--- src/sv/prefix_expression_evaluator_unit_defines.svh ---
// Assertion helpers shared by the evaluator RTL.
`ifndef PREFIX_EXPRESSION_EVALUATOR_UNIT_DEFINES_SVH
`define PREFIX_EXPRESSION_EVALUATOR_UNIT_DEFINES_SVH

// Same-cycle implication.
`define PEE_ASSERT_IMPLIES(lbl, clk, rst, ante, cons, msg) \
   lbl: assert property (@(posedge clk) disable iff (rst) (ante) |-> (cons)) \
      else $error(msg);

// Next-cycle implication.
`define PEE_ASSERT_NEXT(lbl, clk, rst, ante, cons, msg) \
   lbl: assert property (@(posedge clk) disable iff (rst) (ante) |=> (cons)) \
      else $error(msg);

`endif

--- src/sv/pee_pkg.sv ---
package pee_pkg;

   localparam int STACK_DEPTH = 32;
   localparam int CNT_W       = $clog2(STACK_DEPTH + 1);
   localparam int ADDR_W      = $clog2(STACK_DEPTH);
   localparam int DATA_W      = 32;
   localparam int LEFT_W      = 6;

   localparam logic [7:0] CHAR_ZERO  = 8'h30;
   localparam logic [7:0] CHAR_NINE  = 8'h39;
   localparam logic [7:0] CHAR_SPACE = 8'h20;
   localparam logic [7:0] CHAR_PLUS  = 8'h2B;
   localparam logic [7:0] CHAR_MINUS = 8'h2D;
   localparam logic [7:0] CHAR_STAR  = 8'h2A;
   localparam logic [7:0] CHAR_SLASH = 8'h2F;

   typedef enum logic [2:0] {
      OP_ADD,
      OP_SUB,
      OP_MUL,
      OP_DIV,
      OP_NONE
   } op_type;

   typedef enum logic [2:0] {
      ST_IDLE,
      ST_POP_A,
      ST_POP_B,
      ST_EXEC,
      ST_DIV,
      ST_FINAL_POP,
      ST_FINAL
   } state_type;

   typedef struct packed {
      logic              wr_en;
      logic [ADDR_W-1:0] wr_addr;
      logic [DATA_W-1:0] wr_data;
      logic              rd_en;
      logic [ADDR_W-1:0] rd_addr;
   } ram_req_type;

   typedef struct packed {
      logic              start;
      logic [DATA_W-1:0] dividend;
      logic [DATA_W-1:0] divisor;
   } div_req_type;

   typedef struct packed {
      logic              done;
      logic [DATA_W-1:0] quotient;
   } div_rsp_type;

   function automatic op_type decode_op(input logic [7:0] c);
      op_type op;
      case (c)
         CHAR_PLUS:  op = OP_ADD;
         CHAR_MINUS: op = OP_SUB;
         CHAR_STAR:  op = OP_MUL;
         CHAR_SLASH: op = OP_DIV;
         default:    op = OP_NONE;
      endcase
      return op;
   endfunction

   // Saturate the stack count into the 6-bit leftover field.
   function automatic logic [LEFT_W-1:0] leftover(input logic [CNT_W-1:0] cnt);
      logic [31:0] wide;
      wide = 32'(cnt);
      return (wide > 32'd63) ? 6'd63 : wide[LEFT_W-1:0];
   endfunction

endpackage

--- src/sv/pee_stack_ram.sv ---
module pee_stack_ram (
   input  logic                        clock,
   input  pee_pkg::ram_req_type        ram_req,
   output logic [pee_pkg::DATA_W-1:0]  rd_data
);

   logic [pee_pkg::DATA_W-1:0] mem [pee_pkg::STACK_DEPTH];
   logic [pee_pkg::DATA_W-1:0] rd_data_ff;

   always_ff @(posedge clock) begin
      if (ram_req.wr_en) begin
         mem[ram_req.wr_addr] <= ram_req.wr_data;
      end
   end

   // Hold read data until the next read.
   always_ff @(posedge clock) begin
      if (ram_req.rd_en) begin
         rd_data_ff <= mem[ram_req.rd_addr];
      end
   end

   assign rd_data = rd_data_ff;

endmodule

--- src/sv/pee_divider.sv ---
`include "prefix_expression_evaluator_unit_defines.svh"

module pee_divider (
   input  logic                  clock,
   input  logic                  reset,
   input  pee_pkg::div_req_type  div_req,
   output pee_pkg::div_rsp_type  div_rsp
);

   localparam int W = pee_pkg::DATA_W;
   localparam logic [$clog2(W)-1:0] LAST_BIT = $clog2(W)'(W - 1);

   logic                 busy_ff, busy_in;
   logic                 done_ff, done_in;
   logic [$clog2(W)-1:0] cnt_ff, cnt_in;
   logic [W-1:0]         rem_ff, rem_in;
   logic [W-1:0]         quo_ff, quo_in;
   logic [W-1:0]         mb_ff, mb_in;
   logic                 neg_ff, neg_in;
   logic [W:0]           trial;

   always_ff @(posedge clock) begin
      if (reset) begin
         busy_ff <= 1'b0;
         done_ff <= 1'b0;
         cnt_ff  <= '0;
      end else begin
         busy_ff <= busy_in;
         done_ff <= done_in;
         cnt_ff  <= cnt_in;
      end
   end

   always_ff @(posedge clock) begin
      rem_ff <= rem_in;
      quo_ff <= quo_in;
      mb_ff  <= mb_in;
      neg_ff <= neg_in;
   end

   always_comb begin
      busy_in = busy_ff;
      done_in = 1'b0;
      cnt_in  = cnt_ff;
      rem_in  = rem_ff;
      quo_in  = quo_ff;
      mb_in   = mb_ff;
      neg_in  = neg_ff;
      trial   = {rem_ff, quo_ff[W-1]} - {1'b0, mb_ff};
      if (div_req.start) begin
         busy_in = 1'b1;
         cnt_in  = '0;
         rem_in  = '0;
         quo_in  = div_req.dividend[W-1] ? (W'(0) - div_req.dividend) : div_req.dividend;
         mb_in   = div_req.divisor[W-1] ? (W'(0) - div_req.divisor) : div_req.divisor;
         neg_in  = div_req.dividend[W-1] ^ div_req.divisor[W-1];
      end else if (busy_ff) begin
         // One quotient bit per cycle, restoring.
         if (!trial[W]) begin
            rem_in = trial[W-1:0];
         end else begin
            rem_in = {rem_ff[W-2:0], quo_ff[W-1]};
         end
         quo_in = {quo_ff[W-2:0], ~trial[W]};
         cnt_in = cnt_ff + 1'b1;
         if (cnt_ff == LAST_BIT) begin
            busy_in = 1'b0;
            done_in = 1'b1;
         end
      end
   end

   assign div_rsp.done     = done_ff;
   assign div_rsp.quotient = neg_ff ? (W'(0) - quo_ff) : quo_ff;

   `PEE_ASSERT_IMPLIES(a_start_idle, clock, reset, div_req.start, !busy_ff && !done_ff, "divider restarted while busy")
   `PEE_ASSERT_NEXT(a_finish, clock, reset, busy_ff && cnt_ff == LAST_BIT && !div_req.start, done_ff && !busy_ff, "divider missed its finish")
   `PEE_ASSERT_IMPLIES(a_done_alone, clock, reset, done_ff, !busy_ff, "divider done while still running")

endmodule

--- src/sv/prefix_expression_evaluator_unit.sv ---
// Prefix expression evaluator.
// req channel: one character beat per cycle at most, fed from the last
// character of the expression to the first; req_last marks the first one.
// rsp channel: one beat per expression, with the final value, the sticky
// underflow/overflow/divide-by-zero flags and the entries left on the stack.
// Digit and space beats are taken in ST_IDLE; an operator goes on through
// two stack reads (ST_POP_A, ST_POP_B) from the stack RAM, then ST_EXEC.
// Division then waits in ST_DIV for the bit-serial divider's quotient.
// The beat with req_last adds the final pop (ST_FINAL_POP, ST_FINAL).
// The result sits in an output register; the next expression's characters
// are taken while it waits. If rsp_ready stays low, the following
// expression holds in ST_FINAL until the register is free.
// Reset clears the stack count, pending number and flags; the stack RAM
// needs no clearing since entries above the count are never read.
// After each result the stack count, pending number and flags are reset.
`include "prefix_expression_evaluator_unit_defines.svh"

module prefix_expression_evaluator_unit (
   input  logic                clock,
   input  logic                reset,
   input  logic                req_valid,
   output logic                req_ready,
   input  logic [7:0]          req_character,
   input  logic                req_last,
   output logic                rsp_valid,
   input  logic                rsp_ready,
   output logic signed [31:0]  rsp_value,
   output logic                rsp_underflow,
   output logic                rsp_overflow,
   output logic                rsp_divide_by_zero,
   output logic [5:0]          rsp_leftover_count
);

   localparam int CW = pee_pkg::CNT_W;
   localparam int AW = pee_pkg::ADDR_W;
   localparam int DW = pee_pkg::DATA_W;
   localparam logic [CW-1:0] DEPTH_CNT = CW'(pee_pkg::STACK_DEPTH);

   pee_pkg::state_type    state_ff, state_in;
   pee_pkg::op_type       op_ff, op_in;
   logic [CW-1:0]         count_ff, count_in;
   logic [DW-1:0]         pending_ff, pending_in;
   logic [DW-1:0]         place_ff, place_in;
   logic                  open_ff, open_in;
   logic                  under_ff, under_in;
   logic                  over_ff, over_in;
   logic                  divz_ff, divz_in;
   logic                  last_ff, last_in;
   logic                  empty_ff, empty_in;
   logic [DW-1:0]         left_ff, left_in;

   logic                  rsp_valid_ff, rsp_valid_in;
   logic [DW-1:0]         rsp_value_ff, rsp_value_in;
   logic                  rsp_under_ff, rsp_under_in;
   logic                  rsp_over_ff, rsp_over_in;
   logic                  rsp_divz_ff, rsp_divz_in;
   logic [5:0]            rsp_left_ff, rsp_left_in;

   pee_pkg::ram_req_type  ram_req;
   pee_pkg::div_req_type  div_req;
   pee_pkg::div_rsp_type  div_rsp;
   logic [DW-1:0]         rd_data;

   logic                  push_en;
   logic [DW-1:0]         push_data;
   logic                  pop_en;
   logic [CW-1:0]         cnt_mid;
   logic [DW-1:0]         right;
   logic [3:0]            digit;
   logic                  is_digit;
   logic                  slot_free;

   pee_stack_ram u_stack (
      .clock   (clock),
      .ram_req (ram_req),
      .rd_data (rd_data)
   );

   pee_divider u_div (
      .clock   (clock),
      .reset   (reset),
      .div_req (div_req),
      .div_rsp (div_rsp)
   );

   always_ff @(posedge clock) begin
      if (reset) begin
         state_ff     <= pee_pkg::ST_IDLE;
         count_ff     <= '0;
         pending_ff   <= '0;
         place_ff     <= DW'(1);
         open_ff      <= 1'b0;
         under_ff     <= 1'b0;
         over_ff      <= 1'b0;
         divz_ff      <= 1'b0;
         rsp_valid_ff <= 1'b0;
      end else begin
         state_ff     <= state_in;
         count_ff     <= count_in;
         pending_ff   <= pending_in;
         place_ff     <= place_in;
         open_ff      <= open_in;
         under_ff     <= under_in;
         over_ff      <= over_in;
         divz_ff      <= divz_in;
         rsp_valid_ff <= rsp_valid_in;
      end
   end

   always_ff @(posedge clock) begin
      op_ff        <= op_in;
      last_ff      <= last_in;
      empty_ff     <= empty_in;
      left_ff      <= left_in;
      rsp_value_ff <= rsp_value_in;
      rsp_under_ff <= rsp_under_in;
      rsp_over_ff  <= rsp_over_in;
      rsp_divz_ff  <= rsp_divz_in;
      rsp_left_ff  <= rsp_left_in;
   end

   assign is_digit  = (req_character >= pee_pkg::CHAR_ZERO)
                   && (req_character <= pee_pkg::CHAR_NINE);
   assign digit     = 4'(req_character - pee_pkg::CHAR_ZERO);
   assign right     = empty_ff ? '0 : rd_data;
   assign slot_free = !rsp_valid_ff || rsp_ready;
   assign req_ready = (state_ff == pee_pkg::ST_IDLE);

   always_comb begin
      state_in     = state_ff;
      op_in        = op_ff;
      count_in     = count_ff;
      pending_in   = pending_ff;
      place_in     = place_ff;
      open_in      = open_ff;
      under_in     = under_ff;
      over_in      = over_ff;
      divz_in      = divz_ff;
      last_in      = last_ff;
      empty_in     = empty_ff;
      left_in      = left_ff;
      rsp_valid_in = rsp_valid_ff && !rsp_ready;
      rsp_value_in = rsp_value_ff;
      rsp_under_in = rsp_under_ff;
      rsp_over_in  = rsp_over_ff;
      rsp_divz_in  = rsp_divz_ff;
      rsp_left_in  = rsp_left_ff;
      push_en      = 1'b0;
      push_data    = pending_ff;
      pop_en       = 1'b0;
      div_req      = '0;
      div_req.dividend = left_ff;
      div_req.divisor  = right;

      case (state_ff)
         pee_pkg::ST_IDLE: begin
            if (req_valid) begin
               last_in = req_last;
               op_in   = pee_pkg::decode_op(req_character);
               if (is_digit) begin
                  pending_in = pending_ff + DW'(place_ff * DW'(digit));
                  place_in   = (place_ff << 3) + (place_ff << 1);
                  open_in    = 1'b1;
                  if (req_last) begin
                     // Push the finished number ahead of the final pop.
                     push_en   = 1'b1;
                     push_data = pending_in;
                     state_in  = pee_pkg::ST_FINAL_POP;
                  end
               end else begin
                  // Close any open number before the operator or end.
                  push_en    = open_ff;
                  open_in    = 1'b0;
                  pending_in = '0;
                  place_in   = DW'(1);
                  if (req_character != pee_pkg::CHAR_SPACE) begin
                     state_in = pee_pkg::ST_POP_A;
                  end else if (req_last) begin
                     state_in = pee_pkg::ST_FINAL_POP;
                  end
               end
            end
         end
         pee_pkg::ST_POP_A: begin
            pop_en   = 1'b1;
            state_in = pee_pkg::ST_POP_B;
         end
         pee_pkg::ST_POP_B: begin
            left_in  = empty_ff ? '0 : rd_data;
            pop_en   = 1'b1;
            state_in = pee_pkg::ST_EXEC;
         end
         pee_pkg::ST_EXEC: begin
            state_in = last_ff ? pee_pkg::ST_FINAL_POP : pee_pkg::ST_IDLE;
            case (op_ff)
               pee_pkg::OP_ADD: begin
                  push_en   = 1'b1;
                  push_data = left_ff + right;
               end
               pee_pkg::OP_SUB: begin
                  push_en   = 1'b1;
                  push_data = left_ff - right;
               end
               pee_pkg::OP_MUL: begin
                  push_en   = 1'b1;
                  push_data = DW'(left_ff * right);
               end
               pee_pkg::OP_DIV: begin
                  if (right == '0) begin
                     push_en   = 1'b1;
                     push_data = '0;
                     divz_in   = 1'b1;
                  end else begin
                     div_req.start = 1'b1;
                     state_in      = pee_pkg::ST_DIV;
                  end
               end
               default: begin
               end
            endcase
         end
         pee_pkg::ST_DIV: begin
            if (div_rsp.done) begin
               push_en   = 1'b1;
               push_data = div_rsp.quotient;
               state_in  = last_ff ? pee_pkg::ST_FINAL_POP : pee_pkg::ST_IDLE;
            end
         end
         pee_pkg::ST_FINAL_POP: begin
            pop_en   = 1'b1;
            state_in = pee_pkg::ST_FINAL;
         end
         pee_pkg::ST_FINAL: begin
            // Hold the popped value until the output register frees up.
            if (slot_free) begin
               rsp_valid_in = 1'b1;
               rsp_value_in = empty_ff ? '0 : rd_data;
               rsp_under_in = under_ff;
               rsp_over_in  = over_ff;
               rsp_divz_in  = divz_ff;
               rsp_left_in  = pee_pkg::leftover(count_ff);
               count_in     = '0;
               pending_in   = '0;
               place_in     = DW'(1);
               open_in      = 1'b0;
               under_in     = 1'b0;
               over_in      = 1'b0;
               divz_in      = 1'b0;
               state_in     = pee_pkg::ST_IDLE;
            end
         end
         default: begin
            state_in = pee_pkg::ST_IDLE;
         end
      endcase

      // Stack pointer update: at most one push or one pop per cycle.
      cnt_mid = count_ff;
      ram_req.wr_en   = 1'b0;
      ram_req.wr_addr = count_ff[AW-1:0];
      ram_req.wr_data = push_data;
      ram_req.rd_en   = 1'b0;
      ram_req.rd_addr = AW'(count_ff - 1'b1);
      if (push_en) begin
         if (count_ff < DEPTH_CNT) begin
            ram_req.wr_en = 1'b1;
            cnt_mid       = count_ff + 1'b1;
         end else begin
            over_in = 1'b1;
         end
      end
      if (pop_en) begin
         empty_in = (count_ff == '0);
         if (count_ff == '0) begin
            under_in = 1'b1;
         end else begin
            ram_req.rd_en = 1'b1;
            cnt_mid       = count_ff - 1'b1;
         end
      end
      if (push_en || pop_en) begin
         count_in = cnt_mid;
      end
   end

   assign rsp_valid          = rsp_valid_ff;
   assign rsp_value          = rsp_value_ff;
   assign rsp_underflow      = rsp_under_ff;
   assign rsp_overflow       = rsp_over_ff;
   assign rsp_divide_by_zero = rsp_divz_ff;
   assign rsp_leftover_count = rsp_left_ff;

   `PEE_ASSERT_IMPLIES(a_count_bound, clock, reset, 1'b1, count_ff <= DEPTH_CNT, "stack count past depth")
   `PEE_ASSERT_IMPLIES(a_push_room, clock, reset, ram_req.wr_en, count_ff < DEPTH_CNT, "stack write with no room")
   `PEE_ASSERT_IMPLIES(a_div_wait, clock, reset, div_rsp.done, state_ff == pee_pkg::ST_DIV, "quotient arrived outside divide wait")
   `PEE_ASSERT_NEXT(a_rsp_load, clock, reset, state_ff == pee_pkg::ST_FINAL && slot_free, rsp_valid_ff && count_ff == '0 && state_ff == pee_pkg::ST_IDLE, "result not loaded or state not cleared")

endmodule
--- config.mk ---
export PLATFORM = sky130hd
export DESIGN_NAME = prefix_expression_evaluator_unit
export DESIGN_NICKNAME = d
export VERILOG_FILES = /design/src/sv/pee_pkg.sv /design/src/sv/pee_stack_ram.sv /design/src/sv/pee_divider.sv /design/src/sv/prefix_expression_evaluator_unit.sv
export VERILOG_INCLUDE_DIRS = /design/src /design/src/sv
export SDC_FILE = /design/constraint.sdc
export NUM_CORES = 2
export LEC_CHECK = 0
export ABC_CLOCK_PERIOD_IN_PS = 11800
export BUFFER_PORTS_ARGS = -buffer_cell sky130_fd_sc_hd__buf_4
export CAP_MARGIN = 25
export CORE_MARGIN = 1.5
export CORE_UTILIZATION = 50
export DETAILED_ROUTE_END_ITERATION = 10
export PLACE_DENSITY = 0.65
export SETUP_SLACK_MARGIN = 0.15
export SLEW_MARGIN = 10
export SYNTH_ARGS = -nofsm -noshare
export SYNTH_HDL_FRONTEND = slang
export SYNTH_SLANG_ARGS = --single-unit
--- constraint.sdc ---
create_clock -name clock -period 11.8 [get_ports clock]
set_input_delay 1.18 -clock clock [delete_from_list [all_inputs] [get_ports clock]]
set_output_delay 1.18 -clock clock [all_outputs]
set_load 0.1 [all_outputs]
# Yosys cells after proc, flatten, opt, wreduce, memory -nomap -nowiden
# Memories as Yosys holds them, arrays and structs flattened. A register that Yosys moved wholly into a read port is not among the register bits.
# Cells that the tools add are included.
[classes] add_sub_neg=12 multipliers=2 n_lt_le_gt_ge=3 n_eq_ne=20 n_mux=78 bitwise_logic=3 n_reduce_logical=25
[op_table] operator="two-way mux 32 bit" n=17
[op_table] operator="one-hot mux 32 bit (2 select lines)" n=2
[op_table] operator="one-hot mux 32 bit (4 select lines)" n=1
[op_table] operator="adder 32 bit" n=3
[op_table] operator="one-hot mux 32 bit (3 select lines)" n=1
[op_table] operator="subtractor 1 x 32 -> 32 bit, first input constant" n=3
[op_table] operator="two-way mux 6 bit" n=7
[op_table] operator="two-way mux 1 bit" n=34
[op_table] operator="subtractor 33 x 32 -> 33 bit" n=1
[op_table] operator="== test 8 x 6 -> 1 bit, second input constant" n=4
[op_table] operator="zero test 32 bit" n=1
[op_table] operator="multiplier 32 x 32 -> 32 bit" n=1
[op_table] operator="multiplier 32 x 4 -> 32 bit" n=1
[op_table] operator="subtractor 32 bit" n=1
[op_table] operator="two-way mux 31 bit" n=1
[op_table] operator="two-way mux 3 bit" n=9
[op_table] operator="one-hot mux 3 bit (7 select lines)" n=1
[op_table] operator="== test 3 x 2 -> 1 bit, second input constant" n=4
[op_table] operator="one-hot mux 3 bit (4 select lines)" n=1
[op_table] operator="nonzero test 2 bit" n=5
[op_table] operator="== test 3 bit, second input constant" n=3
[op_table] operator="OR reduction 3 bit" n=3
[op_table] operator="greater-or-equal comparator 8 x 6 -> 1 bit, second input constant" n=1
[op_table] operator="less-or-equal comparator 8 x 6 -> 1 bit, second input constant" n=1
[op_table] operator="23 further kinds" n=37
[totals] ff_bits=260 ram_bits=1024 input_bits=13 out_inout_bits=43 wordCells=170 memories=1
[memory_table] name="u_stack.mem" words=32 width=32 rd=1 rd_ports_with_merged_regs=1 write_ports=1 line_no="pee_stack_ram.sv:7" rtl="logic [pee_pkg::DATA_W-1:0] mem [pee_pkg::STACK_DEPTH];"

# Longest topological paths before layout
[depth] word_depth=9 mapped_depth=31 depth_no_buf=27

# By module
# A second synthesis with hierarchy kept.
[unflattened] hier_cells=6516 area_unflattened_um2=78580.4
[by_module_without_submodules] module="pee_stack_ram" n_inst=1 cells_each=2260 area_per_inst_um2=40812.9 seq_area_each_um2=31710.4
[by_module_without_submodules] module="prefix_expression_evaluator_unit" n_inst=1 cells_each=3381 area_per_inst_um2=30031.3 seq_area_each_um2=3903.7
[by_module_without_submodules] module="pee_divider" n_inst=1 cells_each=875 area_per_inst_um2=7736.2 seq_area_each_um2=2732.6

# Worst setup path after synthesis
# OpenSTA, ideal clock, no wires.
[synth_timing] path_type="register to register" from="reg empty_ff" to="mem u_stack.mem[0][30] in the netlist's numbering, data pin" setup_ps=501 arrival_time_ps=8103 t_required_ps=11299 path_slack_ps=3196 stages_incl_launch_ff=31 n_path_buf=5 synth_period_minus_slack_ps=8604 cell_sequence="edfxtp_1 -> buf_2 -> buf_1 -> buf_2 -> nor2b_1 -> clkbuf_1 -> clkbuf_1 -> and2_1 -> fa_1 -> fa_1 -> fa_1 -> inv_1 -> fa_1 -> inv_1 -> fa_1 -> inv_1 -> fa_1 -> inv_1 -> fa_1 -> fa_1 -> ha_1 -> a21o_1 -> a21o_1 -> a21oi_1 -> nor2_1 -> a211oi_1 -> o41ai_1 -> o21a_1 -> o41ai_1 -> mux2i_1 -> o2111ai_1"
[synth_via] elab_chain_cells=5 word_cells_on_any_way=8 classes_between="add/sub: 2; mul: 1; mux: 4; reduce/logical: 1"
[synth_rtl] element="from (decl)" line_no="prefix_expression_evaluator_unit.sv:49" rtl="logic empty_ff, empty_in;"
[synth_rtl] element="from (signal assigned)" line_no="prefix_expression_evaluator_unit.sv:113" rtl="empty_ff <= empty_in;"
[synth_rtl] element="two-way mux 32 bit (*)" line_no="prefix_expression_evaluator_unit.sv:125" rtl="assign right = empty_ff ? '0 : rd_data;"
[synth_rtl] element="parallel branches: the longest is 2 deep, another holds multiplier 32 x 32 -> 32 bit"
[synth_rtl] element="one-hot mux 32 bit (4 select lines) (*)" line_no="prefix_expression_evaluator_unit.sv:195" rtl="case (op_ff)"
[synth_rtl] element="one-hot mux 32 bit (3 select lines) (*)" line_no="prefix_expression_evaluator_unit.sv:155" rtl="case (state_ff)"
[synth_rtl] element="named net push_data[30]" line_no="prefix_expression_evaluator_unit.sv:65" rtl="logic [DW-1:0] push_data;"
[synth_rtl] element="to (decl)" line_no="pee_stack_ram.sv:7"
# Mark *: on every way through the listed nets, which the timed path passes.

# Worst setup path after layout
[layout_timing] from="reg empty_ff" to="mem u_stack.mem[18][25] in the netlist's numbering, data pin"
# The elaborated chain is that of the path after synthesis.

==> qor.csv <==
stage;metric;value;unit
clock_tree;Post-CTS Setup Repair Bufs;0;
route;DR iter-0 viols;5605;
setup_path;most frequent cell on the critical path;fa_1;
grt;first-pass GRT wire length;329000;µm
synthesis;Cell Area, Synth;0.0777;mm²
synthesis;EDFF count, synth;1199;
grt;largest net degree at the start of global routing;128;
route;via count;49079;
layout;max reg flops;1024;
placed_design;input/output buffers;55;
sta;Max Clk Rate;104;MHz
setup_path;Largest delay share family, worst path;adder cells;
sta;slew margin rel.;16.7;%
run_status;status;complete, no violations;
route;1st-pass router iterations;10;
setup_path;Buf/Inv on CP;4;
layout;most frequent cells in the layout;edfxtp_1, inv_1, nand2_1;
grt;total grt overflow;0;
setup_path;crit path to;u_stack.mem[18][25];
placed_design;GP Congestion;1.01;
route;post-DR wirelength/cell;27.6;µm
synthesis;Yosys reg bits;1316;
setup_path;slowest CP cell;nor2b_2;
sta;unrepaired setup endpoints after global routing;false;
setup_path;critical-path cell list;buf_12 -> nor2b_2 -> and2_1 -> fa_1 -> fa_1 -> fa_1 -> inv_1 -> fa_1 -> inv_1 -> fa_1 -> ha_1 -> fa_1 -> fa_1 -> ha_1 -> o21ai_0 -> a211o_1 -> o31ai_1 -> a311o_1 -> a31oi_1 -> o21ai_0 -> xor2_1 -> a221oi_1 -> o21ai_2 -> buf_4;
sta;setup TNS;0;ns
die;die height;397;µm
synthesis;Net Count, Synth;6610;
clock_tree;Clock Tree Buf Depth;3;
die;Die W;397;µm
sta;setup violators final;0;
clock_tree;clock root buffer;clkbuf_16;
synthesis;post-synthesis sequential area ratio;49.4;%
worst_hold_path;hold path depth;0;
worst_hold_path;HP Start;over_ff;
layout;synth-to-layout area growth;10.8;%
sta;Tcrit/Tclk final;81.3;%
synthesis;Cells after Synth;5840;
synthesis;Async SR Flop Fraction;0;%
sta;Final Max Slew Viols;0;
placed_design;Final HPWL DP;142000;µm
clock_tree;total CTS buffers;143;
setup_path;launching point of the worst reg2reg path;empty_ff;
setup_path;critical path required time;12.30;ns
sta;Final Hold Fails;0;
sta;Setup Skew;0.0689;ns
clock_tree;Worst-Skew Late Latency;0.82;ns
clock_tree;CTS clk-pin slew, worst paths;0.06;ns
synthesis;yosys warns;0;
grt;vias in the first global route;49387;
synthesis;Main synth FF type;edfxtp_1;
die;Die ar.;0.158;mm²
setup_path;Setup crit end kind;register;
setup_path;total stage count of the critical path;24;
layout;final net count;6660;
die;Rows;144;
sta;Worst Tran Pin Value;1.25;ns
clock_tree;CTS H-tree lvls;4;
flow_run;MaxCap Viol Count;0;
die;Initial Util;50.4;%
setup_path;CP Max Fanout;85;
layout;Largest Register;u_stack.mem;
setup_path;crit path kind;register to register;
grt;initial antenna violation count;9;
layout;most common cell after layout, fill and taps aside;edfxtp_1;
setup_path;reg2reg end;u_stack.mem[18][25];
clock_tree;PostCTS Resize Cnt;0;
sta;min Tclk post-route;9.60;ns
setup_path;Critical Path Source;empty_ff;
synthesis;Syn Area/Cell;13.3;µm²
route;total length of routed wires;222000;µm
setup_path;CP startpoint kind;register;
route;drt via density;6.10;
die;Core Region;0.154;mm²
clock_tree;CTS tree;yes;
clock_tree;hold buffers post-CTS;0;
setup_path;CP Data Arrival Time;10.09;ns
clock_tree;CTS sink cnt;1316;
setup_path;max incr delay on CP;0.88;ns
synthesis;post-synthesis cell type count;96;
worst_hold_path;hold crit path type;register to register;
setup_path;reg2reg setup slack;2.20;ns
route;DRC viols;0;
setup_path;path depth of the worst reg2reg path;24;
route;Detail Route Antenna Nets;0;
die;Ports;56;
layout;fraction of layout instances using a drive strength above 1;14.9;%
grt;Tot GR Track Use;28.6;%
[synthesized netlist by cell type (all sizes together), types with 14 or more instances]
master	number	area share (%)
a21o	54	0.52
nand3	34	0.22
and3	23	0.19
nor2	280	1.4
inv	528	2.6
nor2b	61	0.49
or2	16	0.13
mux4	320	9.3
mux2i	35	0.45
a211oi	29	0.30
o41ai	19	0.24
nand2	503	2.4
o31ai	45	0.45
ha	260	4.2
or3	35	0.30
fa	497	13
nor3	53	0.35
o21ai	210	1.4
a31oi	14	0.11
o21a	30	0.29
o21bai	19	0.20
o211ai	16	0.16
a22oi	55	0.53
or4	14	0.14
nand2b	45	0.36
and2	352	2.8
a21oi	168	1.1
clkbuf	259	1.3
xnor2	149	1.7
dfxtp	117	3.0
mux2	33	0.48
xor2	150	1.7
buf	45	0.27
edfxtp	1199	46
[through the flow]
| step | utilization [%] | hold WS (ns) | worst slack [ns] | cells | cell area (µm²) |
|---|---|---|---|---|---|
| floorplan | - | 0.408 | 3.20 | 5840 | 77700 |
| global placement | 52.5 | 0.458 | 2.42 | 7767 | 80900 |
| detailed placement | 52.5 | 0.458 | 2.46 | 7773 | 81000 |
| CTS | 55.6 | 0.469 | 2.39 | 8033 | 85700 |
| global route | 55.8 | 0.489 | 1.99 | 8049 | 86000 |
| finish | 55.8 | 0.460 | 2.20 | 8051 | 86000 |
[cells by family (layout without fill, tap and decap cells)]
logic type,count (synthesis),in the layout,synth area share (%)
AND/OR/NAND/NOR,1466,1466,9.34
flip-flops,1316,1316,49.4
buffers and inverters,833,998,4.09
AO/OA/AOI/OAI,781,781,6.64
adder cells (fa/ha/maj),757,757,17.0
multiplexers,388,388,10.2
XOR/XNOR,299,299,3.37
other,0,2,0
[layout make-up]
cell class | instances | area, µm²
flip-flops and latches | 1316 | 38400
inverters | 528 | 1980
well taps | 2044 | 2560
diodes | 2 | 5.00
multi-input cells | 3691 | 36600
clock inverters | 87 | 963
fillers | 12390 | 68200
clock buffers | 173 | 3710
repair buffers | 210 | 1860
[worst reg2reg max path, delay by kind of cell, from the launching register on]
family,cells,cell delay [ns]
flops,1,0.41
compound gates,8,2.72
xor+xnor,1,0.23
fa+ha+maj,9,4.01
simple gates,2,1.27
buf+inv,4,0.63
[worst min path at each step]
stage                   end  slack, ns
2_1_floorplan  rsp_overflow       0.41
3_3_place_gp   place_ff[31]       0.46
3_5_place_dp   place_ff[31]       0.46
4_1_cts        place_ff[31]       0.47
5_1_grt        rsp_overflow       0.49
6_report       rsp_overflow       0.46
[routing by layer]
metal	vias up	share of wire (%)	track usage, %
met2	2197	48	46.5
met1	25473	40	38.9
met5	-	0.018	0
li1	20986	-	-
met3	417	8.2	4.77
met4	6	3.7	10.4
Power is not shown: default switching activity piles up to over one toggle a cycle in this logic, so the estimate is an artifact.
